**config.mk**
```make
export PLATFORM = sky130hd
export DESIGN_NAME = btpc_div_stage
export DESIGN_NICKNAME = d
export VERILOG_FILES = /design/src/hw/rtl/btpc_pkg.sv /design/src/hw/rtl/btpc_div_stage.sv
export SDC_FILE = /design/constraint.sdc
export NUM_CORES = 1
export LEC_CHECK = 0
export BUFFER_PORTS_ARGS = -buffer_cell sky130_fd_sc_hd__buf_2
export CAP_MARGIN = 20
export CORE_MARGIN = 5
export CORE_UTILIZATION = 55
export CTS_CLUSTER_SIZE = 24
export DETAILED_ROUTE_END_ITERATION = 16
export PLACE_DENSITY = 0.91
export RECOVER_POWER = 25
export SYNTH_ARGS = -nofsm -noshare
export SYNTH_HDL_FRONTEND = slang
export SYNTH_SLANG_ARGS = --single-unit
```
**constraint.sdc**
```tcl
create_clock -name clk_i -period 1.2 [get_ports clk_i]
set_input_delay 0.06 -clock clk_i [delete_from_list [all_inputs] [get_ports clk_i]]
set_output_delay 0.06 -clock clk_i [all_outputs]
set_load 0.01 [all_outputs]
```
**src/hw/rtl/btpc_pkg.sv**
```systemverilog
// ----------------------------------------------------------------------------
// btpc_pkg
// Shared types and constants of the barometer trim compensation pipeline.
// ----------------------------------------------------------------------------
package btpc_pkg;

  // Quotient bits resolved per divider stage, and the stage count
  localparam int unsigned DIV_BITS   = 4;
  localparam int unsigned DIV_STAGES = 64 / DIV_BITS;

  // Register indexes of the configuration port
  localparam logic [1:0] CFG_TRIM_T  = 2'd0;
  localparam logic [1:0] CFG_TRIM_PA = 2'd1;
  localparam logic [1:0] CFG_TRIM_PB = 2'd2;
  localparam logic [1:0] CFG_TRIM_PC = 2'd3;

  // Offset taken off the fine temperature before the pressure polynomial
  localparam logic [33:0] FINE_OFS = 34'd128000;
  // Bias added ahead of the P1 scaling (two to the 47th)
  localparam logic [63:0] P1_BIAS  = 64'h0000_8000_0000_0000;
  // Full scale of the raw pressure reading
  localparam logic [20:0] P_FULL   = 21'd1048576;
  // Scale of the pressure numerator
  localparam logic [63:0] P_SCALE  = 64'd3125;

  // Factory trim words
  typedef struct packed {
    logic [47:0] t;
    logic [63:0] pa;
    logic [63:0] pb;
    logic [15:0] pc;
  } btpc_trim_t;

  // Item leaving the temperature path
  typedef struct packed {
    logic [31:0]        temp;
    logic signed [33:0] x;
    logic [19:0]        adc_p;
  } btpc_tmp_t;

  // Item travelling through the divider
  typedef struct packed {
    logic [31:0] temp;
    logic        bad;
    logic        neg;
    logic [63:0] nq;
    logic [31:0] rem;
    logic [31:0] dvs;
  } btpc_div_t;

endpackage

```
**src/hw/rtl/btpc_div_stage.sv**
```systemverilog
// ----------------------------------------------------------------------------
// btpc_div_stage
// One registered stage of the restoring divider: resolves DIV_BITS quotient
// bits of the unsigned magnitude division.
// ----------------------------------------------------------------------------
module btpc_div_stage (
  input  logic                 clk_i,
  input  logic                 rst_ni,
  input  logic                 en_i,
  input  logic                 valid_i,
  input  btpc_pkg::btpc_div_t  data_i,
  output logic                 valid_o,
  output btpc_pkg::btpc_div_t  data_o
);
  import btpc_pkg::*;

  btpc_div_t st;
  btpc_div_t data_q;
  logic      valid_q;

  // Shift in dividend bits, subtract divisor where it fits
  always_comb begin
    logic [32:0] r;
    st = data_i;
    r  = '0;
    for (int k = 0; k < DIV_BITS; k++) begin
      r     = {st.rem, st.nq[63]};
      st.nq = {st.nq[62:0], 1'b0};
      if (r >= {1'b0, st.dvs}) begin
        r        = r - {1'b0, st.dvs};
        st.nq[0] = 1'b1;
      end
      st.rem = r[31:0];
    end
  end

  always_ff @(posedge clk_i or negedge rst_ni) begin
    if (!rst_ni) begin
      valid_q <= 1'b0;
    end else if (en_i) begin
      valid_q <= valid_i;
    end
  end

  always_ff @(posedge clk_i) begin
    if (en_i) begin
      data_q <= st;
    end
  end

  assign valid_o = valid_q;
  assign data_o  = data_q;

`ifndef SYNTHESIS
  // Partial remainder stays below the divisor whenever the divisor is nonzero
  assert property (@(posedge clk_i) disable iff (!rst_ni)
    valid_q && (data_q.dvs != 32'd0) |-> (data_q.rem < data_q.dvs))
    else $error("divider remainder not below divisor");

  // Sign and flag ride along unchanged
  assert property (@(posedge clk_i) disable iff (!rst_ni)
    en_i && valid_i |=> valid_o && (data_o.neg == $past(data_i.neg))
      && (data_o.bad == $past(data_i.bad)))
    else $error("divider side data lost");
`endif

endmodule

```
==> run metrics, run 1 <==
Tool Error=[ERROR GRT-0116] Global routing finished with congestion. Check the congestion regions in the DRC Viewer.; Seq/Total Area, Yosys=37.39%; CTS root buffer=clkbuf_16; Rows=56; total grt overflow=8; synthesized area=13080 µm²; largest net degree at the start of global routing=33; detailed placement HPWL=44.17 mm; htree depth=4; # clock sinks=163; Placed Instance Area=19040 µm²; Starting Density=55.71%; Syn Inst Count=1330; Placed Instances=2441; most frequent cell after synthesis=edfxtp_1; synth warn=0; dominant cell type by area after synthesis=edfxtp_1; # IOs=329; first-pass GRT wire length=146.9 mm; vias in the first global route=22190; Placer Congestion=1.074; die extent in y=164.2 µm; Place WS=-9708 ps; Post-synth top cells=162 x edfxtp_1, 130 x a21oi_1, 128 x ha_1, 102 x nand2_1, 80 x nor2_1; # port buffers=328; outcome=stopped before the end; Avg Cell Area, Syn=9.832 µm²; Clock Path Buffers=2; share of the synthesized area in the top cell type=37.20%; stopping stage=global routing (5_1_grt); Post-synth EDFFs=162; Synth cell types=76; Chip Width=164.2 µm; Overall Global Routing Usage=74.22%; Synth area leaders=edfxtp_1 37%, ha_1 12%, xnor2_1 5.0%; Async SR Flop Fraction=0.6135%; Synthesized Nets=1628; number of CTS-inserted buffers=17; Primary FF master, synth=edfxtp_1; FF+latch count, synth=163
[per-layer routing]
layer | overflow | global-route usage [%]
met5 | 0 | 35.61
met4 | 6 | 72.25
met3 | 0 | 62.53
met2 | 2 | 87.89
met1 | 0 | 74.06
[cells by family after synthesis]
family,count (synthesis),synth area share [%]
AOI/OAI and AO/OA,418,21.66
and+or+nand+nor,351,13.33
buffers and inverters,111,3.483
muxes,50,4.239
xor gates and xnor gates,105,7.033
DFF,163,37.39
adders and majority gates,132,12.86
[per-stage QoR]
step / setup TNS, ps / hold WS (ps)
detailed placement: -328010 / -164.6
CTS: -291180 / 26.55
floorplan: -308970 / -235.6
global placement: -308610 / -165.3
[what timing repair did]
item,in CTS
gates resized for setup,152
buffers inserted,66
endpoints found under the setup margin,36
hold endpoints to repair,127
pin swaps,71
cloned,8
hold buffers,128
==> inputs of run 2 (changes only) <==
--- a/config.mk
+++ b/config.mk
@@ -8,10 +8,9 @@
 export BUFFER_PORTS_ARGS = -buffer_cell sky130_fd_sc_hd__buf_2
 export CAP_MARGIN = 20
 export CORE_MARGIN = 5
-export CORE_UTILIZATION = 55
-export CTS_CLUSTER_SIZE = 24
+export CORE_UTILIZATION = 40
 export DETAILED_ROUTE_END_ITERATION = 16
-export PLACE_DENSITY = 0.91
+export PLACE_DENSITY_LB_ADDON = 0.15
 export RECOVER_POWER = 25
 export SYNTH_ARGS = -nofsm -noshare
 export SYNTH_HDL_FRONTEND = slang
==> run metrics, run 2 <==
vias in the first global route=14740; Syn Inst Count=1330 (unchanged); via count=14830; Slew @ Worst Pin=772.1 ps; synth warn=0 (unchanged); Synthesized Nets=1628 (unchanged); dominant cell type by area after synthesis=edfxtp_1; Post-synth top cells=162 x edfxtp_1, 130 x a21oi_1, 128 x ha_1, 102 x nand2_1, 80 x nor2_1; Clock Path Buffers=2 (unchanged); Setup Viol. Count Final=36; core area=32370 µm²; max reg flops=162; Synth area leaders=edfxtp_1 37%, ha_1 12%, xnor2_1 5.0%; clock-pin slew on the worst setup and hold paths=70 ps; CTS root buffer=clkbuf_16; Placer Congestion=0.9568 (-11%); htree depth=4 (unchanged); # nets final=2651; CP max stage delay=410 ps; Post-DRT Antenna Nets=0; Post-Route WL=53.81 mm; failing checks=negative setup slack; synthesized area=13080 µm² (unchanged); routed vias/inst=5.283; Post-route DRC=0; clk_lat worst skew=440 ps; Pre-Repair DR Iteration Count=6; # port buffers=328 (unchanged); FF+latch count, synth=163 (unchanged); type of origin of the critical path=input port; Pwr Density=3129 nW/µm²; Primary FF master, synth=edfxtp_1; largest net degree at the start of global routing=57; layout cells sized above 1=48.77%; final-report max-slew violation count=0; total grt overflow=0; Avg Cell Area, Syn=9.832 µm² (unchanged); critical path class=input port to register; Post-synth EDFFs=162 (unchanged); Critical Path Fanout Max=8; hold crit path type=input port to register; CP arrival=10050 ps; clk_skew=0 ps; share of the synthesized area in the top cell type=37.20% (unchanged); Async SR Flop Fraction=0.6135% (unchanged); # IOs=329 (unchanged); minimum clock period after layout=9844 ps; Chip Width=190.8 µm (+16%); post-route setup slack=-8644 ps; WL/cell=19.16 µm; Place WS=-9681 ps (+27.22 ps); TritonCTS clock tree=yes; Starting Density=40.40% (-15 points); DR iter-0 viols=1034; number of CTS-inserted buffers=17 (unchanged); Overall Global Routing Usage=28.02%; Die ar.=36410 µm²; Synth cell types=76 (unchanged); Seq/Total Area, Yosys=37.39% (unchanged); first-pass GRT wire length=79.32 mm; max cap viols=0; setup TNS=-293150 ps; unrepaired setup endpoints after global routing=true; fraction of the cycle the final worst path needs=820.4%; outcome=complete, but fails checks; CP Capture Type=register; most frequent cell after synthesis=edfxtp_1; worst vdd ir=0.002446 V; fmax=0.1016 GHz; number of antenna violations at the first check in global routing=0; detailed placement HPWL=40.07 mm (-9.3%); Inserted Diodes=0; # clock sinks=163 (unchanged); Rows=66 (+18%); Slew Limit Headroom=48.53%; most common cell after layout, fill and taps aside=buf_4; slowest CP cell=o31a_4; Leak=0.01051 µW; Worst Path Required=1400 ps; area added between synthesis and finish=73.04%; Final Hold Viols=0; die extent in y=190.8 µm (+16%); commonest non-fill, non-tap cells in the layout=546 x buf_4, 321 x buf_2, 162 x edfxtp_1, 130 x dlygate4sd3_1
==> run 2: final timing paths <==
check	slack (ps)	startpoint	endpoint	cells after the start
worst min-delay path	170	data_i[125]	data_o[33]	4
min in group asynchronous	440	rst_ni	valid_o	3
worst max register to register	460	valid_o	valid_o	1
worst min register to register	510	valid_o	valid_o	1
worst max-delay path	-8640	data_i[1]	data_o[51]	50
max in group asynchronous	660	rst_ni	valid_o	3
==> run 2: logic make-up after synthesis <==
kind of cell / synth area share, %
AO/OA/AOI/OAI: 21.66
AND/OR/NAND/NOR: 13.33
flip-flops: 37.39
adder cells (fa/ha/maj): 12.86
buffers and inverters: 3.483
XOR/XNOR: 7.033
multiplexers: 4.239
==> run 2: stage by stage <==
step / hold WS [ps] / cells / util [%] / instance area, µm² / total power [µW]
after floorplan: -235.6 / 1330 / - / 13410 / 36360
after global placement: -165.9 / 2577 / 59.53 / 19270 / 54780
after detailed placement: -164.4 / 2577 / 59.53 / 19270 / 55490
after CTS: 35.13 / 2779 / 67.74 / 21930 / 66460
after global routing: 167.2 / 2808 / 69.90 / 22630 / 75040
final: 171.4 / 2808 / 69.90 / 22630 / 70790
==> run 2: critical path: cells and delay by family <==
| kind | cells | cell delay (ps) |
|---|---|---|
| AO/OA/AOI/OAI | 25 | 5630 |
| adder cells (fa/ha/maj) | 4 | 920 |
| buffers and inverters | 10 | 1170 |
| multiplexers | 2 | 620 |
| AND/OR/NAND/NOR | 9 | 1570 |
==> run 2: report_power, final <==
part	internal, µW	switching (µW)
Sequential	8480	304
Combinational	29500	26900
Clock	2960	2630
Total	41000	29800
==> run 2: routing by layer <==
| layer | vias up | part of all wire [%] | GRT usage (%) |
|---|---|---|---|
| met1 | 7014 | 42 | 36.14 |
| met3 | 73 | 7.7 | 5.364 |
| met5 | - | 0 | 0 |
| met2 | 620 | 48 | 47.97 |
| li1 | 7127 | - | - |
| met4 | 0 | 2.4 | 8.177 |
==> run 2: cell type report <==
class                   instances  area [µm²]
clock buffers                  17       425.4
clock inverters                15       161.4
fillers                      2487        9744
inverters                      77       347.8
multi-input cells            1059        8775
flip-flops and latches        163        4890
well taps                     442       553.0
repair buffers               1033        7457
repair inverters                2       17.52
==> run 2: timing repair <==
| item | in CTS | in global routing |
|---|---|---|
| hold buffers | 130 | 0 |
| pin swaps | 35 | 40 |
| hold endpoints to repair | 129 | 0 |
| endpoints found under the setup margin | 36 | 36 |
| cloned | 6 | 0 |
| setup buffers | 34 | 30 |
| resized for setup | 111 | 112 |
Note: power is estimated with default switching activity, not from simulation.
