==> config.mk <==
export PLATFORM = sky130hd
export DESIGN_NAME = btpc_temp
export DESIGN_NICKNAME = d
export VERILOG_FILES = /design/src/hw/rtl/btpc_pkg.sv /design/src/hw/rtl/btpc_temp.sv
export SDC_FILE = /design/constraint.sdc
export NUM_CORES = 2
export LEC_CHECK = 0
export BUFFER_PORTS_ARGS = -buffer_cell sky130_fd_sc_hd__buf_2
export CELL_PAD_IN_SITES_DETAIL_PLACEMENT = 2
export CELL_PAD_IN_SITES_GLOBAL_PLACEMENT = 2
export CORE_UTILIZATION = 44
export CTS_BUF_LIST = sky130_fd_sc_hd__clkbuf_16
export CTS_CLUSTER_SIZE = 25
export DETAILED_ROUTE_END_ITERATION = 7
export GPL_TIMING_DRIVEN = 0
export PLACE_DENSITY = 0.86
export SLEW_MARGIN = 20
export SYNTH_ARGS = -nofsm -noshare
export SYNTH_HDL_FRONTEND = slang
export SYNTH_SLANG_ARGS = --single-unit
==> constraint.sdc <==
create_clock -name clk_i -period 11.71 [get_ports clk_i]
set_input_delay 0 -clock clk_i [delete_from_list [all_inputs] [get_ports clk_i]]
set_output_delay 0 -clock clk_i [all_outputs]
set_load 0.02 [all_outputs]
==> src/hw/rtl/btpc_pkg.sv <==
// ----------------------------------------------------------------------------
// btpc_pkg
// Shared types and constants of the barometer trim compensation pipeline.
// ----------------------------------------------------------------------------
package btpc_pkg;

  // Quotient bits resolved per divider stage, and the stage count
  localparam int unsigned DIV_BITS   = 4;
  localparam int unsigned DIV_STAGES = 64 / DIV_BITS;

  // Register indexes of the configuration port
  localparam logic [1:0] CFG_TRIM_T  = 2'd0;
  localparam logic [1:0] CFG_TRIM_PA = 2'd1;
  localparam logic [1:0] CFG_TRIM_PB = 2'd2;
  localparam logic [1:0] CFG_TRIM_PC = 2'd3;

  // Offset taken off the fine temperature before the pressure polynomial
  localparam logic [33:0] FINE_OFS = 34'd128000;
  // Bias added ahead of the P1 scaling (two to the 47th)
  localparam logic [63:0] P1_BIAS  = 64'h0000_8000_0000_0000;
  // Full scale of the raw pressure reading
  localparam logic [20:0] P_FULL   = 21'd1048576;
  // Scale of the pressure numerator
  localparam logic [63:0] P_SCALE  = 64'd3125;

  // Factory trim words
  typedef struct packed {
    logic [47:0] t;
    logic [63:0] pa;
    logic [63:0] pb;
    logic [15:0] pc;
  } btpc_trim_t;

  // Item leaving the temperature path
  typedef struct packed {
    logic [31:0]        temp;
    logic signed [33:0] x;
    logic [19:0]        adc_p;
  } btpc_tmp_t;

  // Item travelling through the divider
  typedef struct packed {
    logic [31:0] temp;
    logic        bad;
    logic        neg;
    logic [63:0] nq;
    logic [31:0] rem;
    logic [31:0] dvs;
  } btpc_div_t;

endpackage

==> src/hw/rtl/btpc_temp.sv <==
// ----------------------------------------------------------------------------
// btpc_temp
// Three-stage temperature path: fine temperature, centi-degree result and
// the offset fine term for the pressure path.
// ----------------------------------------------------------------------------
module btpc_temp (
  input  logic                  clk_i,
  input  logic                  rst_ni,
  input  logic                  en_i,
  input  logic                  valid_i,
  input  logic [19:0]           raw_temperature_i,
  input  logic [19:0]           raw_pressure_i,
  input  btpc_pkg::btpc_trim_t  trim_i,
  output logic                  valid_o,
  output btpc_pkg::btpc_tmp_t   data_o
);
  import btpc_pkg::*;

  logic [15:0]        t1;
  logic signed [15:0] t2, t3;
  logic signed [17:0] d1, d2;
  logic signed [33:0] pr1;
  logic signed [35:0] pr2;
  logic signed [31:0] a1_d, a1_q, sq_d, sq_q;
  logic [19:0]        ap1_q, ap2_q;
  logic               v1_q, v2_q, v3_q;
  logic signed [47:0] pr3;
  logic signed [31:0] a2;
  logic [31:0]        fine_d, fine_q;
  logic [31:0]        t5;
  btpc_tmp_t          out_d, out_q;

  assign t1 = trim_i.t[15:0];
  assign t2 = $signed(trim_i.t[31:16]);
  assign t3 = $signed(trim_i.t[47:32]);

  // Stage 1: differences and the two first products
  assign d1   = $signed({1'b0, raw_temperature_i[19:3]}) - $signed({1'b0, t1, 1'b0});
  assign d2   = $signed({2'b00, raw_temperature_i[19:4]}) - $signed({2'b00, t1});
  assign pr1  = d1 * t2;
  assign pr2  = d2 * d2;
  assign a1_d = $signed(pr1[31:0]) >>> 11;
  assign sq_d = $signed(pr2[31:0]) >>> 12;

  // Stage 2: T3 term and fine temperature
  assign pr3    = sq_q * t3;
  assign a2     = $signed(pr3[31:0]) >>> 14;
  assign fine_d = a1_q + a2;

  // Stage 3: centi-degrees and offset fine term
  assign t5          = {fine_q[29:0], 2'b00} + fine_q + 32'd128;
  assign out_d.temp  = $signed(t5) >>> 8;
  assign out_d.x     = $signed({{2{fine_q[31]}}, fine_q} - FINE_OFS);
  assign out_d.adc_p = ap2_q;

  // Valid bits
  always_ff @(posedge clk_i or negedge rst_ni) begin
    if (!rst_ni) begin
      v1_q <= 1'b0;
      v2_q <= 1'b0;
      v3_q <= 1'b0;
    end else if (en_i) begin
      v1_q <= valid_i;
      v2_q <= v1_q;
      v3_q <= v2_q;
    end
  end

  // Payload
  always_ff @(posedge clk_i) begin
    if (en_i) begin
      a1_q   <= a1_d;
      sq_q   <= sq_d;
      ap1_q  <= raw_pressure_i;
      fine_q <= fine_d;
      ap2_q  <= ap1_q;
      out_q  <= out_d;
    end
  end

  assign valid_o = v3_q;
  assign data_o  = out_q;

endmodule

---- Yosys cells after proc, flatten, opt, wreduce, memory -nomap -nowiden ----
Index checks and enable logic that the tools add are counted.
storage, ports and cells
  word-level logic and storage cells ...... 20
  register bits ........................... 184
  memories kept ........................... 0
  RAM bits ................................ 0
  input port bits ......................... 236
  bits in latches ......................... 0
  bits in read-only memories .............. 0
  output and inout bits ................... 87
operators by class
  div/mod/pow operators ................... 0
  shifts and indexed selects .............. 0
  equality and inequality tests ........... 0
  reductions and logical operators ........ 0
  multiplexer cells ....................... 0
  bitwise logic cells ..................... 0
  add/sub/neg operators ................... 6
  order comparisons ....................... 0
  multiply operators ...................... 3
operator list
  kind                    number
  $add 32x8->32 const B   1
  $mul 17x17->32          1
  $mul 18x16->32          1
  $mul 20x16->32          1
  $add 24x22->25          1
  $sub 22x18->23 const B  1
  $add 21x18->22          1
  $sub 17x17->18          1
  $sub 16x16->17          1

---- Logic depth before layout (Yosys ltp) ----
  depth after elaboration ................. 2
  depth in mapped cells ................... 36
  gate-level depth less buffers ........... 35

---- Least setup slack after synthesis ----
No wires, ideal clock.
  kind .................................... input to register
  from .................................... in trim_i[146] (netlist bit)
  to ...................................... reg, netlist name sq_q[19]
  data arrival time ....................... 7523 ps
  required time ........................... 11450 ps
  setup slack ............................. 3927 ps
  library setup time ...................... 260 ps
  cell stages on the path ................. 33
  buffers on the path ..................... 1
  path through ............................ inv_1 -> ha_1 -> nor2b_1 -> o31ai_1 -> a21oi_1 -> a21oi_1 -> inv_1 -> o21ai_0 -> nand2b_1 -> xnor2_2 -> clkinv_1 -> clkbuf_1 -> nand2_1 -> fa_1 -> fa_1 -> inv_1 -> fa_1 -> inv_1 -> fa_1 -> fa_1 -> fa_1 -> inv_1 -> ha_1 -> a21o_1 -> a41oi_1 -> o21ai_0 -> a221o_1 -> a2111o_1 -> nand3_1 -> a32oi_2 -> a21oi_1 -> o2111ai_1 -> xnor2_1
on the way
  cells in the longest elaborated chain, start to end .. 2
ends and longest elaborated chain
  item                line             RTL
  start: declaration  btpc_temp.sv:13  input btpc_pkg::btpc_trim_t trim_i,
  $sub 16x16->17      btpc_temp.sv:39  assign d2 = $signed({2'b00, raw_temperature_i[19:4]}) - $signed({2'b00, t1});
  $mul 17x17->32      btpc_temp.sv:41  assign pr2 = d2 * d2;
  net pr2[31]         btpc_temp.sv:23  logic signed [35:0] pr2;
The timed path passes the listed nets, and every way through them passes these cells.
A chain may end at the register's enable or synchronous reset.

---- Final worst setup path ----
  from .................................... in raw_temperature_i[4]
  to ...................................... reg, netlist name sq_q[19]
on the way
  cells in the longest elaborated chain, start to end .. 2
ends and longest elaborated chain
  item                line             RTL
  start: declaration  btpc_temp.sv:11  input logic [19:0] raw_temperature_i,
  $sub 16x16->17      btpc_temp.sv:39
  $mul 17x17->32      btpc_temp.sv:41
  net pr2[31]         btpc_temp.sv:23
The timed path passes the listed nets, and every way through them passes these cells.

==> summary.md <==
| Metric | Value |
|---|---|
| Routed Antenna Nets | `0` |
| CP max stage delay | `0.88 ns` |
| Final hold vios | `0` |
| MaxCap Viol Count | `0` |
| Worst EP arrival | `10.66 ns` |
| Synth top area share | `43.5%` |
| Top cells by area, synth | `fa_1 44%, edfxtp_1 14%, inv_1 10%` |
| Die area | `86,700 µm²` |
| Max-slew headroom | `18.0%` |
| Fmax | `0.0965 GHz` |
| Row count | `106` |
| Total GRT Usage | `34.6%` |
| PortBufs | `159` |
| Share of layout cells above drive strength 1 | `6.00%` |
| Final nets | `5,424` |
| Synthesis-to-finish area growth | `8.18%` |
| Largest net degree at the start of global routing | `106` |
| WHS Path Cells | `2` |
| CTS Buf Count | `17` |
| Worst-margin pin slew | `1.23 ns` |
| Reg2reg start | `sq_q[9]$_DFFE_PP_` |
| Number of global-route vias before repair | `35,411` |
| Initial Utilization | `44.7%` |
| Multi-input logic area | `28,100 µm²` |
| CP Launch Type | `input pin` |
| DPL Wire Length | `120 mm` |
| Clock Tree Buf Depth | `2` |
| Routed WL | `144 mm` |
| Setup Viol. Count Final | `0` |
| Gpl congestion | `0.909` |
| Avg Inst Size Synth | `9.72 µm²` |
| Setup crit end kind | `flip-flop` |
| CTS clk-pin slew, worst paths | `0.08 ns` |
| Max-slew violations | `0` |
| Final setup TNS | `0 ns` |
| CTS Sinks | `173` |
| CP Max Fanout | `10` |
| Initial antenna violation count | `7` |
| Async S/R FF share, synth | `1.73%` |
| Area leader, netlist | `fa_1` |
| Most frequent cells in the layout | `1,002 x inv_1, 818 x fa_1, 463 x nand2_1` |
| Minimum clock period | `10.36 ns` |
| Clk Latency, worst-skew pair | `0.49 ns` |
| Worst r2r path cells | `33` |
| Final Cycle Share | `88.5%` |
| Pre-Repair DR Iteration Count | `5` |
| Top Ports | `323` |
| Worst R2R End | `fine_q[21]$_DFFE_PP_` |
| CTS tree | `done` |
| Hold Path Class | `in -> reg` |
| Reg area | `5180 µm²` |
| DR vias | `28,598` |
| Synth warnings | `0` |
| Core ar. | `84,100 µm²` |
| Fin Clk Skew | `0.0175 ns` |
| Yosys cell types | `78` |
| Syn Nets | `5,221` |
| Clock root cell | `clkbuf_16` |
| Req. time, crit path | `12.00 ns` |
| Hold path start | `raw_pressure_i[14]` |
| Vias per cell | `5.47` |
| Cell Area, Synth | `37,600 µm²` |
| Grt ovf | `0` |
| Iter 0 DRT Violations | `1,650` |
| DRC viols | `0` |
| Mapped Cells | `3,870` |
| Most common cell after layout, fill and taps aside | `inv_1` |
| Post-CTS setup buffer count | `0` |
| Seq/Total Area, Yosys | `13.8%` |
| R2R Setup Slk | `1.77 ns` |
| Critical path type | `in -> reg` |
| Synth Flop Type | `edfxtp_1` |
| Slowest-stage cell, CP | `clkinv_1` |
| Status | `finished, final reports clean` |
| Hold Path End | `ap1_q[14]$_DFFE_PP_` |
| Crit-path most repeated cell | `fa_1` |
| Die Ht | `294 µm` |
| CTS resizes | `0` |
| Post-synth EDFFs | `170` |
| # fillers | `8,971` |
| Synth Register Bits | `173` |
| Number of H-tree levels | `4` |
| RSZ-0062 raised after global routing | `no` |
| Die width | `294 µm` |
| Final core occ | `48.4%` |
| Global-route wire length before repair | `220 mm` |
| Avg WL per Cell | `27.6 µm` |
==> timing repair <==
action                                  CTS  global route
endpoints found under the hold margin    92             0
hold buffers                             24             0
endpoints found under the setup margin    0             0
==> sequential cells by signal, indices dropped and copies added (netlist names) <==
name,count
a1_q,21
data_o,67
v1_q,1
fine_q,22
ap2_q,20
v2_q,1
ap1_q,20
sq_q,20
valid_o,1
==> cells in the mapped netlist, types with 14 or more instances <==
cell type  count
xor2_1        40
nor2b_1       34
a21oi_1       55
a21o_1        30
buf_4         19
xnor2_1      132
and2_1       221
inv_1       1001
nor2_1       168
o21a_1        24
nor3_1        28
a211oi_1      14
nand2_1      463
nand2b_1      28
clkbuf_1     113
nand3_1       26
o21ai_0       46
ha_1         297
fa_1         818
edfxtp_1     170
==> worst max-delay path by stage <==
stage | to | start | depth (start not counted)
finish | sq_q[19]$_DFFE_PP_ | raw_temperature_i[4] | 35
global route | sq_q[19]$_DFFE_PP_ | raw_temperature_i[4] | 35
detailed placement | sq_q[19]$_DFFE_PP_ | raw_temperature_i[4] | 35
global placement | sq_q[19]$_DFFE_PP_ | raw_temperature_i[4] | 35
floorplan | sq_q[19]$_DFFE_PP_ | trim_i[146] | 33
CTS | sq_q[19]$_DFFE_PP_ | raw_temperature_i[4] | 35
==> through the flow <==
step	setup slack, ns	area (µm²)	instances	hold slack, ns
floorplan	3.93	37600	3870	-0.296
global placement	1.37	39800	5163	-0.204
detailed placement	1.03	39900	5164	-0.195
CTS	1.51	40700	5220	0.206
global route	0.837	40700	5221	0.233
finish	1.35	40700	5224	0.237
==> kinds of logic after synthesis <==
family          Yosys count  synth area share [%]
buf+inv                1151                  11.7
fa+ha+maj              1115                  53.4
simple gates           1020                  12.7
compound gates          234                  4.21
xor+xnor                174                  4.09
flops                   173                  13.8
mux                       3                0.0898
==> worst max-delay path: cells and delay by family <==
kind	cells	cell delay, ns
simple gates	4	0.66
xor+xnor	2	0.82
buf+inv	8	1.93
compound gates	12	3.10
fa+ha+maj	9	4.11
==> final cells by class <==
cell class	count	share of cell area, %
Sequential cell	173	12.7
Antenna cell	4	0.0246
Multi-Input combinational cell	2546	69.0
Clock buffer	17	1.05
Timing Repair Buffer	184	2.64
Buffer	141	1.48
Tap cell	1134	3.49
Clock inverter	15	0.277
Inverter	1010	9.32
==> metal layers <==
metal	wire, µm	vias up	track usage (%)
met5	50	-	0
met4	8570	8	19.0
met3	8300	486	6.00
li1	-	11836	-
met1	52200	15170	38.2
met2	75200	1098	62.9
Power is not shown: default switching activity piles up to over one toggle a cycle in this logic, so the estimate is an artifact.
